## config.mk

```make
export PLATFORM = sky130hd
export DESIGN_NAME = ctm_direct
export DESIGN_NICKNAME = d
export VERILOG_FILES = /design/src/hdl/ctm_pkg.sv /design/src/hdl/ctm_direct.sv
export SDC_FILE = /design/constraint.sdc
export NUM_CORES = 2
export LEC_CHECK = 0
export BUFFER_PORTS_ARGS = -buffer_cell sky130_fd_sc_hd__buf_2
export CORE_MARGIN = 4
export CORE_UTILIZATION = 45
export CTS_CLUSTER_SIZE = 14
export DETAILED_ROUTE_END_ITERATION = 10
export PLACE_DENSITY = 0.57
export SETUP_SLACK_MARGIN = 0.2
export SLEW_MARGIN = 20
export SYNTH_ARGS = -nofsm -noshare
export SYNTH_HDL_FRONTEND = slang
export SYNTH_SLANG_ARGS = --single-unit
```

## constraint.sdc

```tcl
create_clock -name clk -period 3.7 [get_ports clk]
set_input_delay 0.37 -clock clk [delete_from_list [all_inputs] [get_ports clk]]
set_output_delay 0.37 -clock clk [all_outputs]
set_load 0.01 [all_outputs]
```

## src/hdl/ctm_pkg.sv

```systemverilog
// Package for the codepoint to tile map: field widths, request and status codes,
// the sequencer state type and the control and status structs of a sorted-table cell.
// No dependencies.
`default_nettype none
package ctm_pkg;

  localparam int CP_W        = 21;
  localparam int DIRECT_SIZE = 256;
  localparam int DIRECT_AW   = 8;

  localparam logic REQ_LOOKUP = 1'b0;
  localparam logic REQ_MAP    = 1'b1;

  localparam logic [1:0] STAT_OK    = 2'd0;
  localparam logic [1:0] STAT_RANGE = 2'd1;
  localparam logic [1:0] STAT_FULL  = 2'd2;

  typedef enum logic {
    ST_IDLE,
    ST_EXEC
  } st_t;

  // Command broadcast to every cell of the sorted chain.
  typedef struct packed {
    logic ins;  // open a gap at the insert point and shift the tail along
    logic upd;  // overwrite the tile of the cell whose codepoint matches
  } cell_ctl_t;

  // Compare flags that each cell reports.
  typedef struct packed {
    logic below;  // occupied and holding a smaller codepoint than the key
    logic hit;    // occupied and holding the key itself
  } cell_stat_t;

endpackage
`default_nettype wire

```

## src/hdl/ctm_direct.sv

```systemverilog
// Direct table for codepoints below 256: tile memory with registered read and a valid
// flop per entry that reset clears. Uses ctm_pkg.
`default_nettype none
module ctm_direct #(
  parameter int TILE_BITS = 16
) (
  input  wire                              clk,
  input  wire                              rst_n,
  input  wire                              rd_en,
  input  wire  [ctm_pkg::DIRECT_AW-1:0]    rd_addr,
  input  wire                              wr_en,
  input  wire  [ctm_pkg::DIRECT_AW-1:0]    wr_addr,
  input  wire  [TILE_BITS-1:0]             wr_tile,
  output logic                             rd_vld,
  output logic [TILE_BITS-1:0]             rd_tile
);
  import ctm_pkg::*;

  logic [TILE_BITS-1:0]   tile_mem [DIRECT_SIZE];
  logic [DIRECT_SIZE-1:0] vld_r;
  logic                   rd_vld_r;
  logic [TILE_BITS-1:0]   rd_tile_r;

  always_ff @(posedge clk) begin
    if (wr_en) begin
      tile_mem[wr_addr] <= wr_tile;
    end
    if (rd_en) begin
      rd_tile_r <= tile_mem[rd_addr];
    end
  end

  always_ff @(posedge clk) begin
    if (!rst_n) begin
      vld_r    <= '0;
      rd_vld_r <= 1'b0;
    end else begin
      if (wr_en) begin
        vld_r[wr_addr] <= 1'b1;
      end
      if (rd_en) begin
        rd_vld_r <= vld_r[rd_addr];
      end
    end
  end

  assign rd_vld  = rd_vld_r;
  assign rd_tile = rd_tile_r;

endmodule
`default_nettype wire

```

==> results.md <==
- Worst-margin pin slew: 1130 ps
- Endpoints failing setup: 0
- Detail Route Antenna Nets: 0
- Crit path max-delay family: compound AO/OA/AOI/OAI gates
- Inserted Clock Buffers: 445
- Top cells by count, synth: 4112 x edfxtp_1, 1079 x mux4_2, 518 x a22oi_1
- GRT Total Usage: 0.2408
- Die area: 376100 um^2
- Tot Pwr: 103.7 mW
- Vias: 83370
- Reg clk slew, reported paths: 60 ps
- Sw Pwr: 22.18 mW
- Post-synth ARST share: 0
- Setup Skew: 52.39 ps
- Largest net degree at the start of global routing: 133
- Outcome: completed
- CP endpoint kind: register
- PD cells: 539.8 nW/um^2
- Die width: 613.3 um
- Critical path's largest stage delay: 830 ps
- Critical Path End: rd_tile[1]
- Post-cts resize count: 0
- Most numerous cell in the Yosys netlist: edfxtp_1
- Met2 WL: 218.8 mm
- Synthesized instance count: 7498
- CTS root buffer: clkbuf_16
- Initial antenna violation count: 33
- Highest metal used: met5
- Drc violations: 0
- Final period util: 0.8337
- Register area share after synthesis: 0.7802
- Post-Syn Nets: 7534
- Post-Route WL: 457.2 mm
- Worst Setup Start Kind: input pin
- Maximum operating frequency: 324.2 MHz
- Hold Path Class: input pin to register
- Register bit total from synthesis: 4369
- CP max stage cell: o22ai_1
- Fin worst setup slack: 615.4 ps
- Mean Syn Cell Area: 21.99 um^2
- Area grow syn2layout: 16.53%
- # nets final: 8417
- Worst R2R Path Depth: 7
- DR WL met3: 34.98 mm
- Max Cap Viol: 0
- Area leader, netlist: edfxtp_1
- Worst path depth: 10
- H-tree depth: 5
- CTS tree: built
- Synth area leaders: edfxtp_1 75%, mux4_2 15%, dfxtp_1 3.1%
- Post-synth EDFFs: 4112
- Vias in the first global route: 83950
- Sw Share: 0.2139
- Routed metal-1 wirelength: 187.7 mm
- Terminus of the critical flop-to-flop path: rd_tile[1]
- 1st-pass router iterations: 6
- Clk_lat worst skew: 990 ps
- Seq pwr share: 0.523
- WP data required: 4550 ps
- Flop-to-flop setup slack: 710 ps
- Comb power frac: 0.052
- Worst-path fanout max: 26
- Setup CP Type: input pin to register
- Dpl ws: -336.3 ps
- RSZ-0062 raised after global routing: false
- Starting Density: 0.4534
- Worst-path cell chain: buf_2 -> nor2b_4 -> buf_12 -> buf_4 -> a22oi_1 -> a21oi_1 -> nor4_1 -> buf_4 -> o22ai_1 -> or2_1
- CP most frequent cell: buf_4
- Pint: 81.51 mW
- Input/output buffers: 52
- Die Y-Extent: 613.3 um
- Post-synth top area share: 0.7490
- Static Leak: 60.59 nW
- RePlAce Congestion: 0.8472
- Critical Path Source: rd_addr[4]
- Row count: 221
- Yosys warnings: 0
- Ys flop type: edfxtp_1
- First-pass GRT wire length: 644.3 mm
- CTS Buffer Depth: 4
- Max VDD drop: 0.0004325 V
- Final Hold Viols: 0
- Synth cell types: 44
- HPWL Detailed: 280.0 mm
- Vias per cell: 6.129
- DRT iter0 DRCs: 10080
- Drt wl/cell: 33.61 um
- Core Region: 363600 um^2
- Fillers: 27940
- GR Overflow Total: 0
- Crit path buffers/inverters: 4
- Worst slew margin: 0.2466
- Post-route minimum period: 3085 ps
- Clk sink count: 4369
- Mapped Area: 164900 um^2
- Worst r2r src: tile_mem[88][1]
- Layout cells sized above 1: 0.3108
- # hold bufs at CTS: 16
- Clk network pwr share: 0.425
- Setup bufs post-CTS: 0
- Critical Path AT: 3930 ps
- Top Ports: 53
- Slew Limit Fails: 0
==> cells in the final DEF (no fill, tap or decap), types with 5 or more instances in the layout <==
cell,instances
or2_1,16
mux4_2,1079
o22ai_1,36
buf_2,33
nand3_1,20
clkbuf_8,28
clkinvlp_4,8
a22o_1,7
inv_16,5
nand4_1,10
nor2_2,101
dlygate4sd3_1,17
o21a_1,256
inv_6,11
a21oi_1,263
nor2b_1,10
clkinv_1,84
nand2b_1,5
nand2_1,32
nor4_1,64
dfxtp_1,257
clkinv_2,81
mux2i_1,18
buf_4,712
clkbuf_16,446
buf_8,18
edfxtp_1,4112
clkbuf_1,122
nor2_1,163
o221ai_1,5
nand3_2,6
a22oi_1,518
bufinv_16,37
buf_12,128
o21ai_0,5
diode_2,41
==> final cells by class <==
class / instances / area, um^2 / area share
flip-flops and latches: 4369 / 128600 / 0.6696
well taps: 4794 / 5998 / 0.03122
multi-input cells: 2651 / 34480 / 0.1795
inverters: 4 / 15.01 / 0.00007816
clock inverters: 238 / 2311 / 0.01203
clock buffers: 596 / 12000 / 0.06249
repair buffers: 910 / 8568 / 0.04460
diodes: 41 / 102.6 / 0.0005341
==> worst reg2reg max path, stage by stage (launching register included) <==
cell      delay [ps]
edfxtp_1         360
mux4_2           460
a22oi_1          300
a21oi_1          290
nor4_1           380
buf_4            210
o22ai_1          350
or2_1            370
==> logic make-up after synthesis <==
logic type / synth area share
AND/OR/NAND/NOR: 0.01220
multiplexers: 0.1487
buffers and inverters: 0.01266
AO/OA/AOI/OAI: 0.04620
flip-flops: 0.7802
==> stage by stage <==
step                hold WS, ps  setup TNS (ps)  cells  utilization  area, um^2
detailed placement        447.6           -1640  12710       0.4880      177500
global placement          440.9           -1933  12710       0.4880      177500
CTS                       21.74               0  13560       0.5278      191900
global route              52.31               0  13590       0.5282      192100
floorplan                 435.2               0   7498            -      164900
finish                    72.27               0  13600       0.5283      192100
==> worst min-delay path by stage <==
stage / from / endpoint / slack (ps) / cells after the start
after floorplan: vld_r[185] / vld_r[185] / 440 / 1
after global placement: vld_r[214] / vld_r[214] / 440 / 1
after detailed placement: vld_r[110] / vld_r[110] / 450 / 1
after CTS: rd_addr[7] / rd_vld / 20 / 5
after global routing: rd_addr[7] / rd_vld / 50 / 5
final: rd_addr[7] / rd_vld / 70 / 5
==> state kept, by name, indices dropped and copies added, names as in the netlist <==
| signal | cells |
|---|---|
| tile_mem | 4096 |
| vld_r | 256 |
| rd_tile | 16 |
| rd_vld | 1 |
==> power by group through the flow <==
stage	Combinational (mW)	Clock, mW	Sequential (mW)
finish	5.36	44.1	54.2
global route	5.61	47.0	54.2
CTS	5.40	44.9	54.2
detailed placement	5.38	0	55.3
global placement	5.31	0	55.3
floorplan	2.39	0	55.2
==> layer usage <==
metal  global-route usage  vias up
met3              0.03683      641
met4              0.07422        2
met5                    0        -
li1                     -    33760
met2               0.3818     3664
met1               0.3476    45310
Note: power is estimated with default switching activity, not from simulation.
