**src/hdl/ctm_pkg.sv**
```systemverilog
// Package for the codepoint to tile map: field widths, request and status codes,
// the sequencer state type and the control and status structs of a sorted-table cell.
// No dependencies.
`default_nettype none
package ctm_pkg;

  localparam int CP_W        = 21;
  localparam int DIRECT_SIZE = 256;
  localparam int DIRECT_AW   = 8;

  localparam logic REQ_LOOKUP = 1'b0;
  localparam logic REQ_MAP    = 1'b1;

  localparam logic [1:0] STAT_OK    = 2'd0;
  localparam logic [1:0] STAT_RANGE = 2'd1;
  localparam logic [1:0] STAT_FULL  = 2'd2;

  typedef enum logic {
    ST_IDLE,
    ST_EXEC
  } st_t;

  // Command broadcast to every cell of the sorted chain.
  typedef struct packed {
    logic ins;  // open a gap at the insert point and shift the tail along
    logic upd;  // overwrite the tile of the cell whose codepoint matches
  } cell_ctl_t;

  // Compare flags that each cell reports.
  typedef struct packed {
    logic below;  // occupied and holding a smaller codepoint than the key
    logic hit;    // occupied and holding the key itself
  } cell_stat_t;

endpackage
`default_nettype wire

```
**src/hdl/ctm_cell.sv**
```systemverilog
// One cell of the sorted chain: holds a codepoint and its tile, compares against the key
// and, on an insert, takes the key or its left neighbour's entry. Uses ctm_pkg.
`default_nettype none
module ctm_cell #(
  parameter int TILE_BITS = 16
) (
  input  wire                          clk,
  input  ctm_pkg::cell_ctl_t           ctl,
  input  wire                          occ,
  input  wire  [ctm_pkg::CP_W-1:0]     key_cp,
  input  wire  [TILE_BITS-1:0]         key_tile,
  input  wire                          left_below,
  input  wire  [ctm_pkg::CP_W-1:0]     left_cp,
  input  wire  [TILE_BITS-1:0]         left_tile,
  output ctm_pkg::cell_stat_t          stat,
  output logic [ctm_pkg::CP_W-1:0]     cp_q,
  output logic [TILE_BITS-1:0]         tile_q
);
  import ctm_pkg::*;

  logic [CP_W-1:0]      cp_r;
  logic [TILE_BITS-1:0] tile_r;

  assign stat.below = occ && (cp_r < key_cp);
  assign stat.hit   = occ && (cp_r == key_cp);
  assign cp_q       = cp_r;
  assign tile_q     = tile_r;

  // The chain is sorted, so the cells below the key form a prefix. The first cell past
  // that prefix takes the new entry and every later cell takes its neighbour's.
  always_ff @(posedge clk) begin
    if (ctl.ins && !stat.below) begin
      if (left_below) begin
        cp_r   <= key_cp;
        tile_r <= key_tile;
      end else begin
        cp_r   <= left_cp;
        tile_r <= left_tile;
      end
    end else if (ctl.upd && stat.hit) begin
      tile_r <= key_tile;
    end
  end

endmodule
`default_nettype wire

```
**config.mk**
```make
export PLATFORM = sky130hd
export DESIGN_NAME = ctm_cell
export DESIGN_NICKNAME = d
export VERILOG_FILES = /design/src/hdl/ctm_pkg.sv /design/src/hdl/ctm_cell.sv
export SDC_FILE = /design/constraint.sdc
export NUM_CORES = 1
export LEC_CHECK = 0
export BUFFER_PORTS_ARGS = -buffer_cell sky130_fd_sc_hd__buf_4
export CORE_MARGIN = 1
export CORE_UTILIZATION = 50
export CTS_BUF_LIST = sky130_fd_sc_hd__clkbuf_4
export DETAILED_ROUTE_END_ITERATION = 6
export PLACE_DENSITY_LB_ADDON = 0.2
export SLEW_MARGIN = 20
export SYNTH_ARGS = -nofsm -noshare
export SYNTH_HDL_FRONTEND = slang
export SYNTH_SLANG_ARGS = --single-unit
```
**constraint.sdc**
```tcl
create_clock -name clk -period 8.3 [get_ports clk]
set_clock_uncertainty 0.05 [all_clocks]
set_input_delay 2.075 -clock clk [delete_from_list [all_inputs] [get_ports clk]]
set_output_delay 2.075 -clock clk [all_outputs]
set_load 0.1 [all_outputs]
```
==> results.md, run 1 <==
* CTS-repair resized insts at 0
* Max-slew violation count at 0
* Number of global-route vias before repair at 1666
* Hold path cells at 4
* DRT Pass-1 Iters at 4
* Area share of fa/ha/maj cells after synthesis at 11.9%
* Pwr dens at 178 nW/um2
* CORE AREA at 4120 um2
* Initial antenna violation count at 0
* Port buffer count at 117
* Die area at 4670 um2
* # IOs at 118
* Synth area leader: edfxtp_1
* Cells along the critical path: buf_4 > inv_1 > ha_1 > a21oi_1 > o21ai_1 > a211o_1 > nor3_1 > buf_4
* HP Start: cp_q[1]
* Synth Area in Compound Gates at 5.63%
* Startpoint types: input port
* Switch Pwr at 0.209 mW
* Proportion of synthesized area in mux cells at 20.6%
* Ys Warns at 0
* DR vias/cell at 5.15
* Layout fillers at 288
* Int Pwr at 0.359 mW
* Fin Hold WS at 1350 ps
* Register-to-Register Setup Slack at 4990 ps
* Setup TNS at 0 ps
* H-tree Lvls at 2
* Yosys reg bits at 37
* Cell family with most CP delay: compound AO/OA/AOI/OAI gates
* Clock transition at path regs at 120 ps
* Largest cells by area after synthesis: edfxtp_1 (50%), ha_1 (12%), mux2_1 (7.2%), mux2_4 (6.8%), mux2_2 (6.7%)
* Critical Path Sink: stat[1]
* Initial drt markers at 57
* Yosys cell types at 30
* VDD IR max at 0.123 mV
* Total number of vias at 1711
* Fin crit share at 69.5%
* Area Growth Syn to Fin at 44.6%
* Synth cell count leaders: edfxtp_1 (37), inv_1 (24), ha_1 (21), mux2_1 (14), mux2_2 (13)
* Most common cell in the netlist: edfxtp_1
* Net Sw Frac at 36.8%
* Fin. Hold Viols at 0
* Critical path depth at 8
* Synthesized area per cell at 13.7 um2
* Most common flop cell mapped by yosys: edfxtp_1
* FMAX at 173 MHz
* Slew @ Worst Pin at 602 ps
* Crit end category: output pin
* Die X at 68.3 um
* Xor/xnor share of the synthesized area at 0%
* First-pass GRT wire length at 7200 um
* Register area share after synthesis at 50.5%
* Max_cap viols at 0
* Final ANT Viol Nets at 0
* Status: finished, final reports clean
* Area of the multi-input gates at 962 um2
* Sink Count at 37
* WP buf/inv at 3
* Post-CTS setup buffers at 0
* WL per Instance at 14.6 um
* Num CTS Buffers at 5
* Remaining DRCs at 0
* N_diodes at 0
* Combinational family with the most area after synthesis: multiplexers
* Std-Cell Rows at 23
* Asr flop ratio synth at 0%
* Layout cells sized above 1 at 53.5%
* Die height at 68.3 um
* Critical path fanouts, max at 2
* Worst setup path startpoint: key_cp[10]
* RR Startpoint: cp_q[10]
* Critical path's largest stage delay at 330 ps
* CTS tree: done
* Mapped Cells at 161
* Synthesized area at 2200 um2
* Clock Path Buffers at 2
* Total track usage at 21.9%
* Post-synthesis simple-gate area fraction at 5.46%
* Setup-failing EPs final at 0
* Register share of total power at 40.7%
* Crit path kind: input port to output pin
* Slew Limit Headroom at 59.9%
* Syn nets at 261
* Global route total overflow at 0
* Comb power frac at 37.2%
* Hold buffer count at cts at 0
* Clock Latency Late Sink at 340 ps
* CP arrival at 3640 ps
* RSZ-0062 raised after global routing: false
* Register area at 1110 um2
* Post-synth EDFFs at 37
* Most used cell, CP: buf_4
* Worst min path class: flip-flop to flip-flop
* WP data required at 6180 ps
* CTS Root Cell: clkbuf_4
* Clock power frac at 22.2%
* Crit path max-delay cell type: ha_1
* Worst Reg-to-Reg Cells at 7
* Starting density of the core at 53.5%
* HPWL Detailed at 3850 um
* FF-to-FF End: tile_q[3]
* GP Congestion at 0.813
* Final #Nets at 381
* Largest net degree at the start of global routing at 24
* Yosys top cell area share at 50.5%
* P_leak at 1.51 nW
* Final Critical Period at 5770 ps
* Total wire length at 4860 um
-- flip-flops by register name, summed over array words and instances (netlist names) --
| signal | count |
|---|---|
| cp_q | 21 |
| tile_q | 16 |
-- layout make-up --
| class | instances | share of cell area, % |
|---|---|---|
| Inverter | 24 | 2.83 |
| Sequential cell | 37 | 34.9 |
| Clock inverter | 2 | 1.06 |
| Timing Repair Buffer | 117 | 27.6 |
| Tap cell | 50 | 1.97 |
| Clock buffer | 6 | 1.42 |
| Multi-Input combinational cell | 96 | 30.2 |
-- cells in the final DEF, fill, tap and decap left out, types with 2 or more instances in the layout --
cell / netlist / final
a21oi_1: 5 / 5
ha_1: 21 / 21
nand4_1: 3 / 3
clkbuf_4: 0 / 6
edfxtp_1: 37 / 37
buf_4: 0 / 117
a21o_1: 2 / 2
nor3_1: 3 / 3
a211o_1: 2 / 2
inv_1: 24 / 24
nand2_1: 3 / 3
mux2_2: 13 / 13
mux2_1: 14 / 14
o21ai_0: 4 / 4
mux2_4: 10 / 10
a211oi_1: 2 / 2
nor2_1: 2 / 2
-- cell families after synthesis --
group,after synthesis
DFF,37
adders and majority gates,21
AOI/OAI and AO/OA,19
buffers and inverters,28
and+or+nand+nor,19
muxes,37
-- layer usage --
layer | track usage, % | part of all wire (%) | routed length [um]
met1 | 22.6 | 35 | 1720
met2 | 37.3 | 51 | 2490
met3 | 8.67 | 10 | 493
met4 | 12.8 | 3.1 | 149
met5 | 0 | 0 | 0
-- worst min path at each step --
stage	endpoint	slack, ps
floorplan	cp_q[0]	2060
global placement	tile_q[11]	1300
detailed placement	tile_q[13]	1330
CTS	tile_q[13]	1370
global route	cp_q[20]	1450
finish	tile_q[13]	1350
-- per-stage QoR --
stage | instance area [um2] | worst slack, ps | utilization, % | cells | power (mW)
finish | 3180 | 2530 | 77.3 | 332 | 0.568
CTS | 3180 | 2550 | 77.3 | 332 | 0.571
detailed placement | 3100 | 2560 | 75.4 | 324 | 0.447
global placement | 3100 | 2570 | 75.4 | 324 | 0.443
global route | 3180 | 2420 | 77.3 | 332 | 0.589
floorplan | 2200 | 1190 | - | 161 | 0.386
-- worst min-delay path: stages, from the launching register on --
cell and delay (ps):
edfxtp_1 370, ha_1 240, nand4_1 80, nor2_1 60
a21o_1 390
-- power by group through the flow --
| stage | clock network (mW) | logic [mW] | registers, mW |
|---|---|---|---|
| finish | 0.126 | 0.211 | 0.231 |
| detailed placement | 0 | 0.211 | 0.235 |
| global placement | 0 | 0.208 | 0.234 |
| global route | 0.134 | 0.222 | 0.232 |
| CTS | 0.128 | 0.212 | 0.231 |
| floorplan | 0 | 0.0533 | 0.333 |
No activity file was read; power rests on OpenSTA's default activity.
==> run 2: changes to the inputs <==
- CORE_UTILIZATION: 50 -> 42
- clock period: 8.3 -> 4.8 ns (I/O delays scaled with it)
==> results.md, run 2 (synthesized netlist as in run 1, its figures left out) <==
* Post-CTS setup buffers at 0 (unchanged)
* Starting density of the core at 45.1% (-8.4 points)
* Remaining DRCs at 0 (unchanged)
* Crit end category: output pin
* Most used cell, CP: buf_4
* Die X at 74.4 um (+8.8%)
* Startpoint types: input port
* CTS-repair resized insts at 0 (unchanged)
* Worst min path class: input port to flip-flop
* Sink Count at 37 (unchanged)
* WP data required at 3550 ps (-2630 ps)
* Global route total overflow at 0 (unchanged)
* DR vias/cell at 4.76 (-7.6%)
* DRT Pass-1 Iters at 3 (-1)
* Largest net degree at the start of global routing at 23 (-4.2%)
* FMAX at 249 MHz
* Total wire length at 4770 um (-1.8%)
* Largest register FFs at 21 (unchanged)
* Status: finished, final reports clean
* Final core utilization at 66.1% (-11 points)
* VDD IR max at 0.166 mV (+35%)
* CTS tree: done
* CTS Root Cell: clkbuf_4
* Initial drt markers at 50 (-12%)
* Die area at 5530 um2 (+18%)
* Std-Cell Rows at 25 (+8.7%)
* Die height at 74.4 um (+8.8%)
* Fin. Hold Viols at 0 (unchanged)
* Fin crit share at 83.7%
* P_leak at 1.52 nW (+0.39%)
* CP arrival at 2770 ps (-870 ps)
* # IOs at 118 (unchanged)
* Register-to-Register Setup Slack at 1710 ps (-3280 ps)
* Crit path kind: input port to output pin
* Area Growth Syn to Fin at 46.4%
* Initial antenna violation count at 0 (unchanged)
* H-tree Lvls at 2 (unchanged)
* Critical path fanouts, max at 6 (+4)
* HPWL Detailed at 3950 um (+2.6%)
* RSZ-0062 raised after global routing: false
* Final Critical Period at 4020 ps
* Setup TNS at 0 ps (unchanged)
* Most frequent cells in the layout: buf_4 (119), edfxtp_1 (37), inv_1 (24), ha_1 (21), mux2_1 (14)
* Crit path max-delay cell type: nor4_1
* Critical path's largest stage delay at 350 ps (+20 ps)
* GP Congestion at 0.718 (-12%)
* CORE AREA at 4880 um2 (+19%)
* Clock transition at path regs at 110 ps (about the same)
* Clock Path Buffers at 2 (unchanged)
* WL per Instance at 13.6 um (-7.1%)
* Slew Limit Headroom at 58.3% (-1.6 points)
* Most common cell after layout, fill and taps aside: buf_4
* Pwr Total at 0.979 mW (+73%)
* Num CTS Buffers at 5 (unchanged)
* Cells along the critical path: buf_4 > inv_1 > ha_1 > nand4_2 > nor4_1 > nand2_1 > nor2_1 > buf_4
* Final ANT Viol Nets at 0 (unchanged)
* Total track usage at 18.3% (-3.6 points)
* First-pass GRT wire length at 7380 um (+2.5%)
* Max_cap viols at 0 (unchanged)
* Clock Latency Late Sink at 350 ps (about the same)
* Pwr dens at 304 nW/um2 (+70%)
* Slew @ Worst Pin at 626 ps (+24.0 ps)
* Final #Nets at 383 (+0.52%)
* Setup-failing EPs final at 0 (unchanged)
* Hold buffer count at cts at 0 (unchanged)
* Layout cells sized above 1 at 53.9% (+0.33 points)
* Number of global-route vias before repair at 1738 (+4.3%)
* Total number of vias at 1671 (-2.3%)
* Port buffer count at 117 (unchanged)
* Max-slew violation count at 0 (unchanged)
* N_diodes at 0 (unchanged)
-- run 2: cell count changes in the layout (fill, tap and decap cells not counted), sizes merged --
cell      before  now
buf          117  119
clkbuf         6    5
clkinvlp       0    1
-- run 2: metal layers --
| metal | vias up | track usage (%) | part of all wire (%) |
|---|---|---|---|
| met3 | 7 | 6.10 | 7.6 |
| met4 | 0 | 6.92 | 1.4 |
| met1 | 756 | 18.9 | 37 |
| met5 | - | 0 | 0 |
| met2 | 64 | 33.9 | 54 |
| li1 | 844 | - | - |
-- run 2: path summary, 6_finish.rpt --
path / start / endpoint / cells after the start
max: key_cp[18] / stat[0] / 8
max reg2reg: cp_q[20] / tile_q[1] / 8
min reg2reg: cp_q[20] / cp_q[7] / 4
min: left_cp[15] / cp_q[15] / 2
-- run 2: final cells by class --
type	count	area (um2)
fill	419	1660
timing repair buffer	119	893
inverter	24	90.1
clock inverter	3	41.3
clock buffer	5	37.5
multi-input combinational	96	966
sequential	37	1110
tap	67	83.8
-- run 2: where the power goes --
part           internal (mW)  total, mW  switching, mW  leakage [nW]
clock network          0.108      0.216          0.108        0.0389
registers              0.388      0.399         0.0104         0.353
logic                  0.119      0.365          0.246          1.13
-- run 2: worst max-delay path, delay by kind of cell --
family,cells,cell delay [ps]
AND/OR/NAND/NOR,4,810
adder cells (fa/ha/maj),1,310
buffers and inverters,3,450
-- run 2: per-stage QoR --
stage	std cells	setup slack [ps]	area, um2	hold WS (ps)
floorplan	161	245	2210	1350
CTS	351	752	3220	1070
global route	351	693	3220	1060
detailed placement	343	761	3140	1110
global placement	343	779	3140	1070
finish	351	782	3220	1080
==> run 3: changes to the inputs <==
- clock period: 4.8 -> 3.2 ns (I/O delays scaled with it)
==> results.md, run 3 (synthesized netlist as in run 1, its figures left out) <==
* Slew @ Worst Pin at 579 ps (-46.8 ps)
* Most common cell after layout, fill and taps aside: buf_4
* Port buffer count at 117 (unchanged)
* CTS Root Cell: clkbuf_4
* Final worst slack at 66.5 ps (-715 ps)
* Fin crit share at 97.9%
* Crit end category: output pin
* Max-slew violation count at 0 (unchanged)
* WP data required at 2350 ps (-1200 ps)
* Number of global-route vias before repair at 1731 (-0.40%)
* Status: finished, final reports clean
* GP Congestion at 0.758 (+5.6%)
* Clock Path Buffers at 2 (unchanged)
* Post-CTS setup buffers at 0 (unchanged)
* Global route total overflow at 0 (unchanged)
* Total number of vias at 1723 (+3.1%)
* H-tree Lvls at 2 (unchanged)
* Post-Route M1 WL at 1820 um (+4.1%)
* Fin. Hold Viols at 0 (unchanged)
* First-pass GRT wire length at 7280 um (-1.3%)
* Worst min path class: input port to flip-flop
* Num CTS Buffers at 5 (unchanged)
* Metal2 WL at 2550 um (-1.6%)
* Final Critical Period at 3130 ps
* Final #Nets at 386 (+0.78%)
* Wire length on met3 at 420 um (+16%)
* Setup-failing EPs final at 0 (unchanged)
* Die height at 74.4 um (unchanged)
* Initial drt markers at 25 (-50%)
* Largest register FFs at 21 (unchanged)
* P_leak at 1.54 nW (+1.8%)
* Hold buffer count at cts at 0 (unchanged)
* HPWL Detailed at 3930 um (-0.52%)
* Pwr dens at 446 nW/um2 (+47%)
* CTS tree: done
* Fin Hold WS at 689 ps (-390 ps)
* Crit path kind: input port to output pin
* Highest routed layer: met4
* Total track usage at 17.6% (-0.71 points)
* CP arrival at 2280 ps (-490 ps)
* Slew Limit Headroom at 61.3% (+3.0 points)
* Final core utilization at 68.5% (+2.4 points)
* VDD IR max at 0.249 mV (+50%)
* Starting density of the core at 45.1% (unchanged)
* Critical path fanouts, max at 3 (-3)
* FMAX at 319 MHz
* Sink Count at 37 (unchanged)
* Final ANT Viol Nets at 0 (unchanged)
* Total wire length at 4840 um (+1.4%)
* N_diodes at 0 (unchanged)
* Remaining DRCs at 0 (unchanged)
* Die X at 74.4 um (unchanged)
* DR vias/cell at 4.87 (+2.2%)
* Dpl cells at 346 (+0.87%)
* Initial antenna violation count at 0 (unchanged)
* Area Growth Syn to Fin at 51.8%
* Die area at 5530 um2 (unchanged)
* Std-Cell Rows at 25 (unchanged)
* Non-filler cells, final at 354 (+0.85%)
* Largest net degree at the start of global routing at 23 (unchanged)
* DRT Pass-1 Iters at 4 (+1)
* Startpoint types: input port
* # IOs at 118 (unchanged)
* WL per Instance at 13.7 um (+0.55%)
* Layout cells sized above 1 at 57.5% (+3.6 points)
* Clock Latency Late Sink at 330 ps (-20 ps)
* Pwr Total at 1.49 mW (+52%)
* Worst slack at placement at -132 ps (-893 ps)
* Clock transition at path regs at 110 ps (about the same)
* Most frequent cells in the layout: buf_4 (120), edfxtp_1 (37), inv_1 (24), ha_1 (18), mux2_1 (14)
* CORE AREA at 4880 um2 (unchanged)
* Max_cap viols at 0 (unchanged)
-- run 3: cell count changes in the layout (fill, tap and decap cells not counted), sizes merged --
cell / change
clkbuf: +1
clkinvlp: -1
buf: +3
-- run 3: final cells by class --
cell class,count,area [um2]
clock inverters,2,33.8
clock buffers,6,45.0
fillers,403,1540
multi-input cells,96,1040
repair buffers,122,941
well taps,67,83.8
inverters,24,90.1
flip-flops and latches,37,1110
-- run 3: timing repair --
item                                    4_1_cts  5_1_grt
pin swaps                                     0        2
resized for setup                             1        6
endpoints found under the setup margin        1        2
-- run 3: worst paths after layout --
check	endpoint	cells past startpoint	from	slack, ps
max	stat[1]	9	key_cp[8]	70
min	tile_q[0]	2	key_tile[0]	690
max reg2reg	tile_q[4]	8	cp_q[18]	410
min reg2reg	cp_q[20]	4	cp_q[20]	1270
-- run 3: per-layer routing --
layer  vias to the layer above  GRT usage [%]
met2                        68           33.0
met4                         0           5.03
li1                        846              -
met1                       804           18.0
met5                         -              0
met3                         5           6.64
-- run 3: power by group --
group | internal (mW) | leakage [nW] | switching (mW)
sequential | 0.582 | 0.353 | 0.0163
combinational | 0.189 | 1.15 | 0.374
clock | 0.171 | 0.0433 | 0.157
total | 0.943 | 1.54 | 0.547
-- run 3: critical path: stages --
cell      delay, ps
buf_4            80
inv_1            30
ha_1            290
and4_1          220
nor4b_1         130
a21boi_2        160
buf_4           140
nor3_4          210
buf_12          200
-- run 3: through the flow --
| stage | area, um2 | setup TNS (ps) |
|---|---|---|
| finish | 3340 | 0 |
| global route | 3340 | -9.89 |
| CTS | 3310 | 0 |
| detailed placement | 3230 | -1640 |
| global placement | 3230 | -260 |
| floorplan | 2270 | -3710 |
